**src/rtl/core/qmm_pkg.sv**
```systemverilog
// ----------------------------------------------------------------------------
// qmm_pkg
// Shared constants, codes and types of the quad motor mixer with bridge
// sequencer.
// ----------------------------------------------------------------------------
package qmm_pkg;

    localparam int MOTOR_COUNT = 4;
    localparam int MOT_IDX_W   = $clog2(MOTOR_COUNT);
    localparam int FRAC_BITS   = 12;
    localparam int TIME_WIDTH  = 32;
    localparam int Q_ONE       = 1 << FRAC_BITS;

    // field widths
    localparam int DEAD_W   = 20;
    localparam int CFG_W    = 20;
    localparam int CFG_IDX_W = 2;
    localparam int STK_W    = 14;
    localparam int THRIN_W  = 13;
    localparam int PID_W    = 16;
    localparam int OUT_W    = 13;

    // throttle map: (11 * t - 1.0 + 5) / 10
    localparam int THR_W      = 14;
    localparam int THR_RND    = 5;
    localparam int THR_EPS    = (Q_ONE + 999) / 1000;
    localparam int DIV10_MUL  = 52429;
    localparam int DIV10_SH   = 19;

    // thrust curve, 16-bit fraction coefficients
    localparam int    X_W        = FRAC_BITS + 1;
    localparam int    H_W        = FRAC_BITS + 17;
    localparam int    P_W        = X_W + H_W;
    localparam int    SUM_W      = X_W + 2;
    localparam int    CURVE_A    = 18153;
    localparam int    CURVE_B    = 46858;
    localparam int    CURVE_C    = 668;
    localparam longint CURVE_BQ  = longint'(CURVE_B) * Q_ONE;
    localparam longint CURVE_CQ  = longint'(CURVE_C) * Q_ONE * Q_ONE;
    localparam longint CURVE_RND = longint'(1) << (FRAC_BITS + 15);
    localparam int    CURVE_SH   = FRAC_BITS + 16;
    localparam int    MOTOR_MAX  = 4105;

    typedef enum logic [CFG_IDX_W-1:0] {
        CFG_DEAD_TIME   = 2'd0,
        CFG_STICK_CHECK = 2'd1,
        CFG_FILTER_EN   = 2'd2,
        CFG_INVERT_YAW  = 2'd3
    } t_cfg_idx;

    // bridge stage and drive codes share one encoding
    typedef enum logic [1:0] {
        STG_FWD  = 2'd0,
        STG_REV  = 2'd1,
        STG_WAIT = 2'd2
    } t_stage;

    typedef struct packed {
        logic                 load_in;
        logic                 do_thr;
        logic                 do_mix;
        logic                 mot_a;
        logic [MOT_IDX_W-1:0] mot_a_idx;
        logic                 mot_b;
        logic [MOT_IDX_W-1:0] mot_b_idx;
        logic                 load_out;
    } t_dp_cmd;

endpackage

```
**src/rtl/core/qmm_in_if.sv**
```systemverilog
// ----------------------------------------------------------------------------
// qmm_in_if
// Control tick request channel: valid, ready and the tick fields.
// ----------------------------------------------------------------------------
interface qmm_in_if;
    logic                               valid;
    logic                               ready;
    logic                               want_inverted;
    logic [qmm_pkg::TIME_WIDTH-1:0]     now_us;
    logic [qmm_pkg::THRIN_W-1:0]        throttle_stick;
    logic signed [qmm_pkg::STK_W-1:0]   roll_stick;
    logic signed [qmm_pkg::STK_W-1:0]   pitch_stick;
    logic                               failsafe_active;
    logic signed [qmm_pkg::PID_W-1:0]   pid_roll;
    logic signed [qmm_pkg::PID_W-1:0]   pid_pitch;
    logic signed [qmm_pkg::PID_W-1:0]   pid_yaw;

    modport source (
        output valid, want_inverted, now_us, throttle_stick, roll_stick,
               pitch_stick, failsafe_active, pid_roll, pid_pitch, pid_yaw,
        input  ready
    );
    modport sink (
        input  valid, want_inverted, now_us, throttle_stick, roll_stick,
               pitch_stick, failsafe_active, pid_roll, pid_pitch, pid_yaw,
        output ready
    );
endinterface

```
**src/rtl/core/qmm_out_if.sv**
```systemverilog
// ----------------------------------------------------------------------------
// qmm_out_if
// Result request channel: valid, ready and the motor and bridge fields.
// ----------------------------------------------------------------------------
interface qmm_out_if;
    logic                        valid;
    logic                        ready;
    logic [qmm_pkg::OUT_W-1:0]   motor_front_right;
    logic [qmm_pkg::OUT_W-1:0]   motor_front_left;
    logic [qmm_pkg::OUT_W-1:0]   motor_back_right;
    logic [qmm_pkg::OUT_W-1:0]   motor_back_left;
    logic [1:0]                  bridge_drive;
    logic                        on_ground;
    logic [qmm_pkg::OUT_W-1:0]   thrust_average;

    modport source (
        output valid, motor_front_right, motor_front_left, motor_back_right,
               motor_back_left, bridge_drive, on_ground, thrust_average,
        input  ready
    );
    modport sink (
        input  valid, motor_front_right, motor_front_left, motor_back_right,
               motor_back_left, bridge_drive, on_ground, thrust_average,
        output ready
    );
endinterface

```
**src/rtl/core/qmm_ctrl.sv**
```systemverilog
// ----------------------------------------------------------------------------
// qmm_ctrl
// Tick sequencer: steps the datapath through throttle, mix, four motor
// passes and the result load, and owns the request handshakes.
// ----------------------------------------------------------------------------
module qmm_ctrl (
    input  logic              i_clk,
    input  logic              i_rst_n,
    input  logic              i_in_valid,
    output logic              o_in_ready,
    input  logic              i_out_ready,
    output logic              o_out_valid,
    output qmm_pkg::t_dp_cmd  o_cmd
);

    typedef enum logic [2:0] {
        S_IDLE,
        S_THR,
        S_MIX,
        S_MOT,
        S_TAIL,
        S_DONE
    } t_state;

    t_state                        r_state;
    logic [qmm_pkg::MOT_IDX_W-1:0] r_cnt;
    logic                          r_out_valid;
    logic                          load_out;

    assign o_in_ready  = (r_state == S_IDLE);
    assign o_out_valid = r_out_valid;
    assign load_out    = (r_state == S_DONE) && (!r_out_valid || i_out_ready);

    always_comb begin
        o_cmd           = '0;
        o_cmd.load_in   = (r_state == S_IDLE) && i_in_valid;
        o_cmd.do_thr    = (r_state == S_THR);
        o_cmd.do_mix    = (r_state == S_MIX);
        o_cmd.mot_a     = (r_state == S_MOT);
        o_cmd.mot_a_idx = r_cnt;
        o_cmd.mot_b     = ((r_state == S_MOT) && (r_cnt != '0)) || (r_state == S_TAIL);
        o_cmd.mot_b_idx = r_cnt - 1'b1;
        o_cmd.load_out  = load_out;
    end

    always_ff @(posedge i_clk) begin
        if (!i_rst_n) begin
            r_state     <= S_IDLE;
            r_cnt       <= '0;
            r_out_valid <= 1'b0;
        end else begin
            if (load_out) begin
                r_out_valid <= 1'b1;
            end else if (i_out_ready) begin
                r_out_valid <= 1'b0;
            end
            unique case (r_state)
                S_IDLE: begin
                    if (i_in_valid) begin
                        r_state <= S_THR;
                    end
                end
                S_THR: begin
                    r_state <= S_MIX;
                end
                S_MIX: begin
                    r_cnt   <= '0;
                    r_state <= S_MOT;
                end
                S_MOT: begin
                    r_cnt <= r_cnt + 1'b1;
                    if (r_cnt == qmm_pkg::MOT_IDX_W'(qmm_pkg::MOTOR_COUNT - 1)) begin
                        r_state <= S_TAIL;
                    end
                end
                S_TAIL: begin
                    r_state <= S_DONE;
                end
                S_DONE: begin
                    if (load_out) begin
                        r_state <= S_IDLE;
                    end
                end
                default: begin
                    r_state <= S_IDLE;
                end
            endcase
        end
    end

endmodule

```
**src/rtl/core/qmm_dp.sv**
```systemverilog
// ----------------------------------------------------------------------------
// qmm_dp
// Datapath: configuration registers, bridge sequencer, throttle map, quad-X
// mix, per-motor Hann filter and a shared two-stage thrust curve unit.
// ----------------------------------------------------------------------------
module qmm_dp (
    input  logic                                  i_clk,
    input  logic                                  i_rst_n,
    input  qmm_pkg::t_dp_cmd                      i_cmd,
    input  logic                                  i_cfg_we,
    input  logic [qmm_pkg::CFG_IDX_W-1:0]         i_cfg_idx,
    input  logic [qmm_pkg::CFG_W-1:0]             i_cfg_data,
    input  logic                                  i_want_inverted,
    input  logic [qmm_pkg::TIME_WIDTH-1:0]        i_now_us,
    input  logic [qmm_pkg::THRIN_W-1:0]           i_throttle_stick,
    input  logic signed [qmm_pkg::STK_W-1:0]      i_roll_stick,
    input  logic signed [qmm_pkg::STK_W-1:0]      i_pitch_stick,
    input  logic                                  i_failsafe_active,
    input  logic signed [qmm_pkg::PID_W-1:0]      i_pid_roll,
    input  logic signed [qmm_pkg::PID_W-1:0]      i_pid_pitch,
    input  logic signed [qmm_pkg::PID_W-1:0]      i_pid_yaw,
    output logic [qmm_pkg::OUT_W-1:0]             o_motor [qmm_pkg::MOTOR_COUNT],
    output logic [1:0]                            o_bridge_drive,
    output logic                                  o_on_ground,
    output logic [qmm_pkg::OUT_W-1:0]             o_thrust_average
);

    localparam int MIX_W = 20;
    localparam int FS_W  = qmm_pkg::PID_W + 2;
    localparam logic signed [qmm_pkg::STK_W-1:0] HALF_STK =
        qmm_pkg::STK_W'(qmm_pkg::Q_ONE / 2);

    function automatic logic signed [qmm_pkg::PID_W-1:0] sat16(
        input logic signed [MIX_W-1:0] v
    );
        logic signed [MIX_W-1:0] hi;
        logic signed [MIX_W-1:0] lo;
        hi = MIX_W'(32767);
        lo = -MIX_W'(32768);
        if (v > hi) begin
            return qmm_pkg::PID_W'(hi);
        end else if (v < lo) begin
            return qmm_pkg::PID_W'(lo);
        end
        return qmm_pkg::PID_W'(v);
    endfunction

    // configuration
    logic [qmm_pkg::DEAD_W-1:0]      r_dead_time;
    logic                            r_stick_chk;
    logic                            r_filt_en;
    logic                            r_inv_yaw;

    // bridge sequencer state
    qmm_pkg::t_stage                 r_stage;
    qmm_pkg::t_stage                 r_drive;
    logic [qmm_pkg::TIME_WIDTH-1:0]  r_wait_start;
    qmm_pkg::t_stage                 n_stage;
    qmm_pkg::t_stage                 n_drive;
    logic [qmm_pkg::TIME_WIDTH-1:0]  n_wait_start;

    // filter state
    logic signed [qmm_pkg::PID_W-1:0] r_flt_last [qmm_pkg::MOTOR_COUNT];
    logic signed [qmm_pkg::PID_W-1:0] r_flt_prev [qmm_pkg::MOTOR_COUNT];

    // latched tick
    logic [qmm_pkg::THRIN_W-1:0]      r_throttle;
    logic signed [qmm_pkg::STK_W-1:0] r_roll_stk;
    logic signed [qmm_pkg::STK_W-1:0] r_pitch_stk;
    logic                             r_failsafe;
    logic signed [qmm_pkg::PID_W-1:0] r_pid_roll;
    logic signed [qmm_pkg::PID_W-1:0] r_pid_pitch;
    logic signed [qmm_pkg::PID_W-1:0] r_pid_yaw;

    // working registers
    logic [qmm_pkg::THR_W-1:0]        r_thr;
    logic                             r_off;
    logic signed [qmm_pkg::PID_W-1:0] r_mix [qmm_pkg::MOTOR_COUNT];
    logic [qmm_pkg::X_W-1:0]          r_x;
    logic [qmm_pkg::H_W-1:0]          r_h;
    logic [qmm_pkg::SUM_W-1:0]        r_sum;
    logic [qmm_pkg::OUT_W-1:0]        r_res [qmm_pkg::MOTOR_COUNT];

    // result registers
    logic [qmm_pkg::OUT_W-1:0]        r_o_motor [qmm_pkg::MOTOR_COUNT];
    logic [1:0]                       r_o_drive;
    logic                             r_o_ground;
    logic [qmm_pkg::OUT_W-1:0]        r_o_avg;

    // ---------------- bridge sequencer
    qmm_pkg::t_stage                 seq_target;
    qmm_pkg::t_stage                 seq_opposite;
    logic [qmm_pkg::TIME_WIDTH-1:0]  seq_elapsed;

    always_comb begin
        seq_target   = i_want_inverted ? qmm_pkg::STG_REV : qmm_pkg::STG_FWD;
        seq_opposite = i_want_inverted ? qmm_pkg::STG_FWD : qmm_pkg::STG_REV;
        n_stage      = r_stage;
        n_drive      = r_drive;
        n_wait_start = r_wait_start;
        if (r_stage != seq_target) begin
            if (r_stage == seq_opposite) begin
                n_stage      = qmm_pkg::STG_WAIT;
                n_wait_start = i_now_us;
                n_drive      = qmm_pkg::STG_WAIT;
            end
        end
        seq_elapsed = i_now_us - n_wait_start;
        if ((r_stage != seq_target) && (n_stage == qmm_pkg::STG_WAIT)) begin
            if (seq_elapsed > qmm_pkg::TIME_WIDTH'(r_dead_time)) begin
                n_stage = seq_target;
                n_drive = seq_target;
            end
        end
    end

    // ---------------- throttle map
    logic [16:0]               thr_x11;
    logic signed [17:0]        thr_raw;
    logic [16:0]               thr_num;
    logic [33:0]               thr_prod;
    logic [qmm_pkg::THR_W-1:0] n_thr;

    always_comb begin
        thr_x11  = {1'b0, r_throttle, 3'b000} + {3'b000, r_throttle, 1'b0}
                 + {4'b0000, r_throttle};
        thr_raw  = $signed({1'b0, thr_x11}) - 18'(qmm_pkg::Q_ONE);
        thr_num  = thr_raw[16:0] + 17'(qmm_pkg::THR_RND);
        thr_prod = 34'(thr_num) * 34'(qmm_pkg::DIV10_MUL);
        n_thr    = thr_raw[17] ? '0 : thr_prod[qmm_pkg::DIV10_SH +: qmm_pkg::THR_W];
    end

    // ---------------- off decision and mix
    logic                     centred;
    logic                     n_off;
    logic signed [MIX_W-1:0]  mx_thr;
    logic signed [MIX_W-1:0]  mx_r;
    logic signed [MIX_W-1:0]  mx_p;
    logic signed [MIX_W-1:0]  mx_y;
    logic signed [MIX_W-1:0]  mx_sum [qmm_pkg::MOTOR_COUNT];

    always_comb begin
        centred = (r_roll_stk < HALF_STK) && (r_roll_stk > -HALF_STK)
               && (r_pitch_stk < HALF_STK) && (r_pitch_stk > -HALF_STK);
        n_off   = r_failsafe || ((r_thr < qmm_pkg::THR_W'(qmm_pkg::THR_EPS))
               && (!r_stick_chk || centred));
        mx_thr  = $signed({{(MIX_W - qmm_pkg::THR_W){1'b0}}, r_thr});
        mx_r    = -MIX_W'(r_pid_roll);
        mx_p    = (r_drive == qmm_pkg::STG_REV) ? -MIX_W'(r_pid_pitch) : MIX_W'(r_pid_pitch);
        mx_y    = r_inv_yaw ? -MIX_W'(r_pid_yaw) : MIX_W'(r_pid_yaw);
        mx_sum[0] = mx_thr - mx_r - mx_p + mx_y;
        mx_sum[1] = mx_thr + mx_r - mx_p - mx_y;
        mx_sum[2] = mx_thr - mx_r + mx_p - mx_y;
        mx_sum[3] = mx_thr + mx_r + mx_p + mx_y;
    end

    // ---------------- motor pass, stage a: filter, clamp, curve inner term
    logic signed [qmm_pkg::PID_W-1:0] f_in;
    logic signed [FS_W-1:0]           f_sum;
    logic signed [qmm_pkg::PID_W-1:0] f_out;
    logic signed [qmm_pkg::PID_W-1:0] f_m;
    logic [qmm_pkg::X_W-1:0]          cv_x;
    logic [qmm_pkg::H_W-1:0]          cv_h;

    always_comb begin
        f_in  = r_off ? '0 : r_mix[i_cmd.mot_a_idx];
        f_sum = FS_W'(f_in) + (FS_W'(r_flt_last[i_cmd.mot_a_idx]) <<< 1)
              + FS_W'(r_flt_prev[i_cmd.mot_a_idx]) + FS_W'(2);
        f_out = qmm_pkg::PID_W'(f_sum >>> 2);
        f_m   = r_filt_en ? f_out : f_in;
        if (f_m[qmm_pkg::PID_W-1]) begin
            cv_x = '0;
        end else if (f_m > qmm_pkg::PID_W'(qmm_pkg::Q_ONE)) begin
            cv_x = qmm_pkg::X_W'(qmm_pkg::Q_ONE);
        end else begin
            cv_x = f_m[qmm_pkg::X_W-1:0];
        end
        cv_h = qmm_pkg::H_W'(qmm_pkg::CURVE_A) * qmm_pkg::H_W'(cv_x)
             + qmm_pkg::H_W'(qmm_pkg::CURVE_BQ);
    end

    // ---------------- motor pass, stage b: outer product and rounding
    logic [qmm_pkg::P_W-1:0] cv_num;

    always_comb begin
        cv_num = qmm_pkg::P_W'(r_x) * qmm_pkg::P_W'(r_h)
               + qmm_pkg::P_W'(qmm_pkg::CURVE_CQ + qmm_pkg::CURVE_RND);
    end

    // ---------------- control state
    always_ff @(posedge i_clk) begin
        if (!i_rst_n) begin
            r_dead_time  <= qmm_pkg::DEAD_W'(4000);
            r_stick_chk  <= 1'b1;
            r_filt_en    <= 1'b1;
            r_inv_yaw    <= 1'b0;
            r_stage      <= qmm_pkg::STG_FWD;
            r_drive      <= qmm_pkg::STG_FWD;
            r_wait_start <= '0;
            for (int k = 0; k < qmm_pkg::MOTOR_COUNT; k++) begin
                r_flt_last[k] <= '0;
                r_flt_prev[k] <= '0;
            end
        end else begin
            if (i_cfg_we) begin
                unique case (qmm_pkg::t_cfg_idx'(i_cfg_idx))
                    qmm_pkg::CFG_DEAD_TIME:   r_dead_time <= i_cfg_data[qmm_pkg::DEAD_W-1:0];
                    qmm_pkg::CFG_STICK_CHECK: r_stick_chk <= i_cfg_data[0];
                    qmm_pkg::CFG_FILTER_EN:   r_filt_en   <= i_cfg_data[0];
                    qmm_pkg::CFG_INVERT_YAW:  r_inv_yaw   <= i_cfg_data[0];
                    default: ;
                endcase
            end
            if (i_cmd.load_in) begin
                r_stage      <= n_stage;
                r_drive      <= n_drive;
                r_wait_start <= n_wait_start;
            end
            if (i_cmd.mot_a && r_filt_en) begin
                r_flt_prev[i_cmd.mot_a_idx] <= r_flt_last[i_cmd.mot_a_idx];
                r_flt_last[i_cmd.mot_a_idx] <= f_in;
            end
        end
    end

    // ---------------- payload
    always_ff @(posedge i_clk) begin
        if (i_cmd.load_in) begin
            r_throttle  <= i_throttle_stick;
            r_roll_stk  <= i_roll_stick;
            r_pitch_stk <= i_pitch_stick;
            r_failsafe  <= i_failsafe_active;
            r_pid_roll  <= i_pid_roll;
            r_pid_pitch <= i_pid_pitch;
            r_pid_yaw   <= i_pid_yaw;
        end
        if (i_cmd.do_thr) begin
            r_thr <= n_thr;
        end
        if (i_cmd.do_mix) begin
            r_off <= n_off;
            for (int k = 0; k < qmm_pkg::MOTOR_COUNT; k++) begin
                r_mix[k] <= sat16(mx_sum[k]);
            end
        end
        if (i_cmd.mot_a) begin
            r_x <= cv_x;
            r_h <= cv_h;
            if (i_cmd.mot_a_idx == '0) begin
                r_sum <= qmm_pkg::SUM_W'(cv_x);
            end else begin
                r_sum <= r_sum + qmm_pkg::SUM_W'(cv_x);
            end
        end
        if (i_cmd.mot_b) begin
            r_res[i_cmd.mot_b_idx] <= cv_num[qmm_pkg::CURVE_SH +: qmm_pkg::OUT_W];
        end
        if (i_cmd.load_out) begin
            for (int k = 0; k < qmm_pkg::MOTOR_COUNT; k++) begin
                r_o_motor[k] <= r_off ? '0 : r_res[k];
            end
            r_o_drive  <= r_drive;
            r_o_ground <= r_off || (r_stage == qmm_pkg::STG_WAIT);
            r_o_avg    <= r_off ? '0 : r_sum[2 +: qmm_pkg::OUT_W];
        end
    end

    assign o_motor          = r_o_motor;
    assign o_bridge_drive   = r_o_drive;
    assign o_on_ground      = r_o_ground;
    assign o_thrust_average = r_o_avg;

endmodule

```
**src/rtl/core/quad_motor_mixer_bridge.sv**
```systemverilog
// an accepted request steps through the throttle, mix, motor, tail and done states
// before its result is valid; a new request is taken only back in idle, and the single
//   curve unit walks the four motors one per cycle after the throttle and mix steps
// a finished result waits in the output register while the next tick runs
// synchronous reset: config to defaults, bridge forward, filters zeroed
// ----------------------------------------------------------------------------
// quad_motor_mixer_bridge
// Quad-X motor mixer behind an H-bridge direction sequencer with dead time.
// ----------------------------------------------------------------------------
module quad_motor_mixer_bridge (
    input  logic                          i_clk,
    input  logic                          i_rst_n,
    qmm_in_if.sink                        i_in,
    qmm_out_if.source                     o_out,
    input  logic                          i_cfg_we,
    input  logic [qmm_pkg::CFG_IDX_W-1:0] i_cfg_idx,
    input  logic [qmm_pkg::CFG_W-1:0]     i_cfg_data
);

    qmm_pkg::t_dp_cmd           cmd;
    logic [qmm_pkg::OUT_W-1:0]  motor [qmm_pkg::MOTOR_COUNT];

    qmm_ctrl u_ctrl (
        .i_clk       (i_clk),
        .i_rst_n     (i_rst_n),
        .i_in_valid  (i_in.valid),
        .o_in_ready  (i_in.ready),
        .i_out_ready (o_out.ready),
        .o_out_valid (o_out.valid),
        .o_cmd       (cmd)
    );

    qmm_dp u_dp (
        .i_clk             (i_clk),
        .i_rst_n           (i_rst_n),
        .i_cmd             (cmd),
        .i_cfg_we          (i_cfg_we),
        .i_cfg_idx         (i_cfg_idx),
        .i_cfg_data        (i_cfg_data),
        .i_want_inverted   (i_in.want_inverted),
        .i_now_us          (i_in.now_us),
        .i_throttle_stick  (i_in.throttle_stick),
        .i_roll_stick      (i_in.roll_stick),
        .i_pitch_stick     (i_in.pitch_stick),
        .i_failsafe_active (i_in.failsafe_active),
        .i_pid_roll        (i_in.pid_roll),
        .i_pid_pitch       (i_in.pid_pitch),
        .i_pid_yaw         (i_in.pid_yaw),
        .o_motor           (motor),
        .o_bridge_drive    (o_out.bridge_drive),
        .o_on_ground       (o_out.on_ground),
        .o_thrust_average  (o_out.thrust_average)
    );

    assign o_out.motor_front_right = motor[0];
    assign o_out.motor_front_left  = motor[1];
    assign o_out.motor_back_right  = motor[2];
    assign o_out.motor_back_left   = motor[3];

endmodule

```
**src/flat_wrapper.sv**
```systemverilog
// flat-port wrapper written by rule: the top's interface ports become plain ports
module quad_motor_mixer_bridge_flat 
  (i_clk, i_rst_n, i_cfg_we, i_cfg_idx, i_cfg_data, i_in_valid, i_in_want_inverted, i_in_now_us, i_in_throttle_stick, i_in_roll_stick, i_in_pitch_stick, i_in_failsafe_active, i_in_pid_roll, i_in_pid_pitch, i_in_pid_yaw, i_in_ready, o_out_valid, o_out_motor_front_right, o_out_motor_front_left, o_out_motor_back_right, o_out_motor_back_left, o_out_bridge_drive, o_out_on_ground, o_out_thrust_average, o_out_ready);
  qmm_in_if i_in_i ();
  qmm_out_if o_out_i ();
  input  logic i_clk;
  input  logic i_rst_n;
  input  logic i_cfg_we;
  input  logic [qmm_pkg::CFG_IDX_W-1:0] i_cfg_idx;
  input  logic [qmm_pkg::CFG_W-1:0] i_cfg_data;
  input wire logic [$bits(i_in_i.valid)-1:0] i_in_valid;
  input wire logic [$bits(i_in_i.want_inverted)-1:0] i_in_want_inverted;
  input wire logic [$bits(i_in_i.now_us)-1:0] i_in_now_us;
  input wire logic [$bits(i_in_i.throttle_stick)-1:0] i_in_throttle_stick;
  input wire logic [$bits(i_in_i.roll_stick)-1:0] i_in_roll_stick;
  input wire logic [$bits(i_in_i.pitch_stick)-1:0] i_in_pitch_stick;
  input wire logic [$bits(i_in_i.failsafe_active)-1:0] i_in_failsafe_active;
  input wire logic [$bits(i_in_i.pid_roll)-1:0] i_in_pid_roll;
  input wire logic [$bits(i_in_i.pid_pitch)-1:0] i_in_pid_pitch;
  input wire logic [$bits(i_in_i.pid_yaw)-1:0] i_in_pid_yaw;
  output wire logic [$bits(i_in_i.ready)-1:0] i_in_ready;
  output wire logic [$bits(o_out_i.valid)-1:0] o_out_valid;
  output wire logic [$bits(o_out_i.motor_front_right)-1:0] o_out_motor_front_right;
  output wire logic [$bits(o_out_i.motor_front_left)-1:0] o_out_motor_front_left;
  output wire logic [$bits(o_out_i.motor_back_right)-1:0] o_out_motor_back_right;
  output wire logic [$bits(o_out_i.motor_back_left)-1:0] o_out_motor_back_left;
  output wire logic [$bits(o_out_i.bridge_drive)-1:0] o_out_bridge_drive;
  output wire logic [$bits(o_out_i.on_ground)-1:0] o_out_on_ground;
  output wire logic [$bits(o_out_i.thrust_average)-1:0] o_out_thrust_average;
  input wire logic [$bits(o_out_i.ready)-1:0] o_out_ready;
  assign i_in_i.valid = i_in_valid;
  assign i_in_i.want_inverted = i_in_want_inverted;
  assign i_in_i.now_us = i_in_now_us;
  assign i_in_i.throttle_stick = i_in_throttle_stick;
  assign i_in_i.roll_stick = i_in_roll_stick;
  assign i_in_i.pitch_stick = i_in_pitch_stick;
  assign i_in_i.failsafe_active = i_in_failsafe_active;
  assign i_in_i.pid_roll = i_in_pid_roll;
  assign i_in_i.pid_pitch = i_in_pid_pitch;
  assign i_in_i.pid_yaw = i_in_pid_yaw;
  assign i_in_ready = i_in_i.ready;
  assign o_out_valid = o_out_i.valid;
  assign o_out_motor_front_right = o_out_i.motor_front_right;
  assign o_out_motor_front_left = o_out_i.motor_front_left;
  assign o_out_motor_back_right = o_out_i.motor_back_right;
  assign o_out_motor_back_left = o_out_i.motor_back_left;
  assign o_out_bridge_drive = o_out_i.bridge_drive;
  assign o_out_on_ground = o_out_i.on_ground;
  assign o_out_thrust_average = o_out_i.thrust_average;
  assign o_out_i.ready = o_out_ready;
  quad_motor_mixer_bridge u_core (.i_clk(i_clk), .i_rst_n(i_rst_n), .i_in(i_in_i), .o_out(o_out_i), .i_cfg_we(i_cfg_we), .i_cfg_idx(i_cfg_idx), .i_cfg_data(i_cfg_data));
endmodule
```
**config.mk**
```make
export PLATFORM = sky130hd
export DESIGN_NAME = quad_motor_mixer_bridge_flat
export DESIGN_NICKNAME = d
export VERILOG_FILES = /design/src/rtl/core/qmm_pkg.sv /design/src/rtl/core/qmm_in_if.sv /design/src/rtl/core/qmm_out_if.sv /design/src/rtl/core/qmm_ctrl.sv /design/src/rtl/core/qmm_dp.sv /design/src/rtl/core/quad_motor_mixer_bridge.sv /design/src/flat_wrapper.sv
export SDC_FILE = /design/constraint.sdc
export NUM_CORES = 2
export LEC_CHECK = 0
export ABC_AREA = 1
export BUFFER_PORTS_ARGS = -buffer_cell sky130_fd_sc_hd__buf_2
export CAP_MARGIN = 20
export CORE_AREA = 2 2 431 433
export CTS_BUF_LIST = sky130_fd_sc_hd__clkbuf_4 sky130_fd_sc_hd__clkbuf_8 sky130_fd_sc_hd__clkbuf_16
export DETAILED_ROUTE_END_ITERATION = 10
export DIE_AREA = 0 0 433 435
export MAX_ROUTING_LAYER = met4
export SLEW_MARGIN = 20
export SYNTH_ARGS = -nofsm -noshare
export SYNTH_HDL_FRONTEND = slang
export SYNTH_SLANG_ARGS = --single-unit
```
**constraint.sdc**
```tcl
create_clock -name i_clk -period 10.8 [get_ports i_clk]
set_input_delay 2.16 -clock i_clk [delete_from_list [all_inputs] [get_ports i_clk]]
set_output_delay 2.16 -clock i_clk [all_outputs]
set_load 0.05 [all_outputs]
```
==> Word-level counts from Yosys, hierarchy flattened <==
Memories as Yosys holds them, arrays and structs flattened. A register that Yosys moved wholly into a read port is not among the register bits.
Index checks and enable logic that the tools add are counted.
{ "word_totals": {"mem_bits_ro": 0, "ramBits": 244, "mem_count": 4, "latchBits": 0, "output_inout_bits": 70, "register_bits": 243, "wordCells": 194, "input_bits": 150} }
{ "mem_list": {"columns": ["name", "depth", "word_bits", "rd", "rd_ports_with_merged_regs", "write_ports", "line_no", "text"], "rows": [
  ["u_core.u_dp.r_flt_last", 4, 16, 1, 1, 4, "qmm_dp.sv:63", "logic signed [qmm_pkg::PID_W-1:0] r_flt_last [qmm_pkg::MOTOR_COUNT];"],
  ["u_core.u_dp.r_flt_prev", 4, 16, 1, 1, 4, "qmm_dp.sv:64", "logic signed [qmm_pkg::PID_W-1:0] r_flt_prev [qmm_pkg::MOTOR_COUNT];"],
  ["u_core.u_dp.r_mix", 4, 16, 1, 1, 4, "qmm_dp.sv:78", "logic signed [qmm_pkg::PID_W-1:0] r_mix [qmm_pkg::MOTOR_COUNT];"],
  ["u_core.u_dp.r_res", 4, 13, 4, 4, 1, "qmm_dp.sv:82", "logic [qmm_pkg::OUT_W-1:0] r_res [qmm_pkg::MOTOR_COUNT];"]
]} }
{ "op_classes": {"div_mod_pow": 0, "reduce_logical": 29, "muxes": 74, "add_sub_neg": 26, "shifts": 0, "mul": 3, "n_bitwise": 0, "n_eq_ne": 17, "n_lt_le_gt_ge": 15} }
{ "ops": {"columns": ["cell", "n"], "rows": [
  ["$mux W16", 20],
  ["$add A20 B20 Y20", 4],
  ["$gt A20 B16 Y1 const B", 4],
  ["$lt A20 B16 Y1 const B", 4],
  ["$sub A20 B20 Y20", 4],
  ["$mux W32", 2],
  ["$neg A16 Y20", 3],
  ["$add A41 B34 Y41 const B", 1],
  ["$mul A13 B29 Y41", 1],
  ["$mux W20", 2],
  ["$mux W13", 3],
  ["$mul A17 B16 Y33 const B", 1],
  ["$gt A32 B20 Y1", 1],
  ["$mux W2", 16],
  ["$reduce_or A16 Y1", 2],
  ["$sub A32 B32 Y32", 1],
  ["$add A28 B28 Y29 const B", 1],
  ["$gt A14 B12 Y1 const B", 2],
  ["$lt A14 B13 Y1 const B", 2],
  ["$mul A15 B13 Y28 const A", 1],
  ["$mux W1", 26],
  ["$add A15 B20 Y20", 1],
  ["$sub A15 B20 Y20", 1],
  ["$add A16 B17 Y18", 1],
  ["31 further kinds", 60]
]} }

==> Logic depth before layout (Yosys ltp) <==
{ "depth": {"ltp_word": 10, "ltp_mapped": 50, "mapped_depth_nobuf": 47} }

==> Hierarchy <==
From an unflattened synthesis, not the netlist that was laid out.
{ "hier_totals": {"cells_unflattened": 5884, "area_unflattened_um2": 53179.8} }
{ "modules_own_cells": {"columns": ["mod", "cells_each", "seq_area_each_um2", "area_each_um2", "n_inst"], "rows": [
  ["qmm_dp", 5830, 15324.7, 52816.9, 1],
  ["qmm_ctrl", 54, 120.1, 362.8, 1]
]} }

==> Worst setup path after synthesis <==
OpenSTA, ideal clock, no wires.
{ "synth_path": {"path_type": "register -> register", "from": "reg (tool-made name)", "to": "reg u_core.u_dp.r_h[25] in the netlist's numbering (data pin)", "stages_incl_launch_ff": 41, "path_buffers": 5, "setup_ns": 0.265, "arrival_ns": 9.090, "path_slack_ns": 1.445, "required_time_ns": 10.535, "period_less_slack_ns": 9.355, "cell_sequence": "dfxtp_1 buf_4 clkbuf_1 clkbuf_1 clkbuf_1 clkbuf_1 nand2_1 a32o_1 fa_1 inv_1 ha_1 a21oi_1 o21ai_0 a21oi_1 nand2_1 or2_1 nand3_1 nand2_1 [5 not listed] fa_1 ha_1 inv_1 fa_1 inv_1 fa_1 fa_1 ha_1 ha_1 a21oi_1 o21ai_0 a21oi_1 inv_1 a21oi_1 o21ai_0 a21boi_0 o21ai_0 xor2_1"} }
{ "synth_lines": {"columns": ["element", "line_no", "text"], "rows": [
  ["end signal: assignment", "qmm_dp.sv:248", "r_h <= cv_h;"],
  ["end: declaration", "qmm_dp.sv:80", "logic [qmm_pkg::H_W-1:0] r_h;"]
]} }

==> key figures <==
Outcome
  • Run status: finished, final reports clean

GRT
  • Number of global-route vias before repair: 43200
  • Overall routing resource usage: 0.167
  • Antenna violations before repair: 15
  • Grt ovf: 0
  • Largest net degree at the start of global routing: 78
  • First-pass GRT wire length: 240 mm

Layout
  • Final net count: 7738
  • Area grow syn2layout: 11.4%
  • Share of cells above drive strength 1: 0.0749

Detailed routing
  • Via Count: 42000
  • Wirelength, routed: 152 mm
  • # DRC: 0
  • M1 WL: 64.6 mm
  • Routed wl met2: 75.2 mm
  • Post-route ant nets: 0
  • Vias per cell: 4.68
  • DR iter-0 viols: 2512
  • Routed len/inst: 17.0 um
  • Met3 wire len: 6.45 mm
  • DRT Pass-1 Iters: 6
  • Highest metal used: met4

Run
  • Max Cap Viol: 0

Clocking
  • Latest clock arrival within the worst-skew pair: 700 ps
  • CTS tree: done
  • CTS clk-pin slew, worst paths: 60 ps
  • Clock Root Buffer: clkbuf_16
  • Inserted Clock Buffers: 66
  • CTS Buffer Depth: 3
  • H-Tree Depth: 3
  • CTS resizes: 0
  • Total setup buffers inserted after CTS: 0
  • Cts hold-fix bufs: 0
  • Clock sink total: 538

Die
  • Die area: 0.188 sq mm
  • Starting Density: 0.298
  • Rows: 158
  • Die height: 435 um
  • Die Wd: 433 um
  • Top-Level Pins: 220
  • Core area: 0.184 sq mm

Logic synthesis
  • Mapped Cells: 6271
  • Syn Std Cell Area: 0.0549 sq mm
  • Post-synthesis mux area share: 0.00547
  • Main combinational cell family by area after synthesis: adder cells
  • Post-synth top cells: 1236 x nand2_1, 1180 x inv_1, 596 x ha_1
  • Count leader, synth: nand2_1
  • Simple logic cell fraction of the synthesized area: 0.165
  • Yosys top cell by area: edfxtp_1
  • EDFF count, synth: 471
  • Ys flop type: edfxtp_1
  • Post-synthesis adder-cell area fraction: 0.336
  • Main area contributors after synthesis: edfxtp_1 26%, fa_1 20%, ha_1 14%
  • Post-Synth XOR/XNOR Area: 0.0370
  • Synth Register Bits: 538
  • Register area share after synthesis: 0.282
  • Synth unique cells: 66
  • Net count after synthesis: 7565
  • Compound-Gate Fraction of Synth Area: 0.0808
  • FFs w/ async S/R, synth: 0
  • Yosys top cell area share: 0.258
  • Mean post-synth cell area: 8.75 sq um
  • Synth Warn #: 0

Timing
  • Max Clock Skew: 78.3 ps
  • Fmax: 102 MHz
  • Final worst path period need: 9770 ps
  • Worst slew pin tran: 1120 ps
  • Hold Fails Final Rpt: 0
  • Slew Limit Fails: 0
  • Slew headroom: 0.243
  • RSZ-0062 raised after global routing: false
  • Setup Viol. Count Final: 0
  • Tcrit/Tclk final: 0.905
  • Setup TNS: 0 ps

Critical path
  • R2R setup slack: 1030 ps
  • Max incr delay on CP: 620 ps
  • FF-to-FF path depth: 39
  • Critical Path Source Type: flip-flop
  • WP buf/inv: 8
  • Critical R2R Capture: u_core.u_dp.r_h[25]$_DFFE_PP_
  • Critical path fanouts, max: 34
  • Crit. End Element: flip-flop
  • Delay-heaviest family, CP: adder cells
  • Critical path type: reg -> reg
  • CP max-delay cell: dfxtp_2
  • CP arrival: 10190 ps
  • CP required: 11210 ps

Place
  • IO Port Bufs: 219
  • DP HPWL: 124 mm
  • Gp weighted congestion: 0.958

Hold path
  • Worst Min Path Start: u_core.u_dp.r_dead_time[2]$_SDFFE_PN0P_
  • HP Class: reg -> reg
  • Hold EP: u_core.u_dp.r_dead_time[2]$_SDFFE_PN0P_
  • WHS Path Cells: 2
==> layout make-up <==
| cell class | instances | area, sq um |
|---|---|---|
| diodes | 1 | 2.50 |
| clock buffers | 81 | 1760 |
| clock inverters | 41 | 514 |
| fillers | 19000 | 123000 |
| inverters | 1191 | 4480 |
| multi-input cells | 4379 | 34300 |
| flip-flops and latches | 538 | 15500 |
| well taps | 2480 | 3100 |
| repair buffers | 268 | 1480 |
==> cell families after synthesis <==
kind of cell	Yosys count
AO/OA/AOI/OAI	784
XOR/XNOR	232
adder cells (fa/ha/maj)	1144
buffers and inverters	1354
flip-flops	538
multiplexers	30
AND/OR/NAND/NOR	2189
==> metal layers <==
metal / global-route usage / vias up
li1: - / 20400
met1: 0.203 / 20300
met2: 0.285 / 1160
met3: 0.0188 / 275
met4: 0.0610 / 0
met5: - / -
==> tightest hold or removal path: stages (launching register included) <==
cell and delay, ps:
dfxtp_1 290, inv_1 70, a21oi_1 60
==> registers in the layout (all words and copies together), names as in the netlist, 15 cells and up, named ones only <==
register	flops
u_core.u_dp.r_flt_last	64
u_core.u_dp.r_flt_prev	64
u_core.u_dp.r_mix	64
u_core.u_dp.r_res	52
u_core.u_dp.r_wait_start	32
u_core.u_dp.r_h	26
u_core.u_dp.r_dead_time	20
u_core.u_dp.r_pid_pitch	16
u_core.u_dp.r_pid_roll	16
u_core.u_dp.r_pid_yaw	16
u_core.u_dp.r_sum	15
==> cell usage in the layout (no fill, tap or decap), types with 66 or more instances in the layout <==
master        n
o21ai_0     241
clkbuf_16    66
ha_1        596
fa_1        548
a21oi_1     352
nor2_1      549
xor2_1      166
xnor2_1      66
nand3_1     179
inv_1      1179
buf_2       219
nand2_1    1236
dfxtp_1      66
edfxtp_1    471
==> through the flow <==
| stage | worst slack, ps | util | cell area, sq um | hold slack [ps] | std cells |
|---|---|---|---|---|---|
| floorplan | 1450 | - | 54900 | 430 | 6271 |
| global placement | 1220 | 0.320 | 58900 | 452 | 8856 |
| detailed placement | 1110 | 0.320 | 58900 | 460 | 8856 |
| CTS | 1090 | 0.332 | 61100 | 476 | 8978 |
| global route | 129 | 0.332 | 61100 | 499 | 8979 |
| finish | 1030 | 0.332 | 61100 | 473 | 8979 |
==> worst max path at each step <==
stage                    from                             to  cells after the start
finish              flip-flop  u_core.u_dp.r_h[25]$_DFFE_PP_                     39
global placement    flip-flop  u_core.u_dp.r_h[25]$_DFFE_PP_                     39
CTS                 flip-flop  u_core.u_dp.r_h[25]$_DFFE_PP_                     39
floorplan           flip-flop  u_core.u_dp.r_h[25]$_DFFE_PP_                     40
global route        flip-flop  u_core.u_dp.r_h[25]$_DFFE_PP_                     44
detailed placement  flip-flop  u_core.u_dp.r_h[25]$_DFFE_PP_                     39
Power is not shown: default switching activity piles up to over one toggle a cycle in this logic, so the estimate is an artifact.
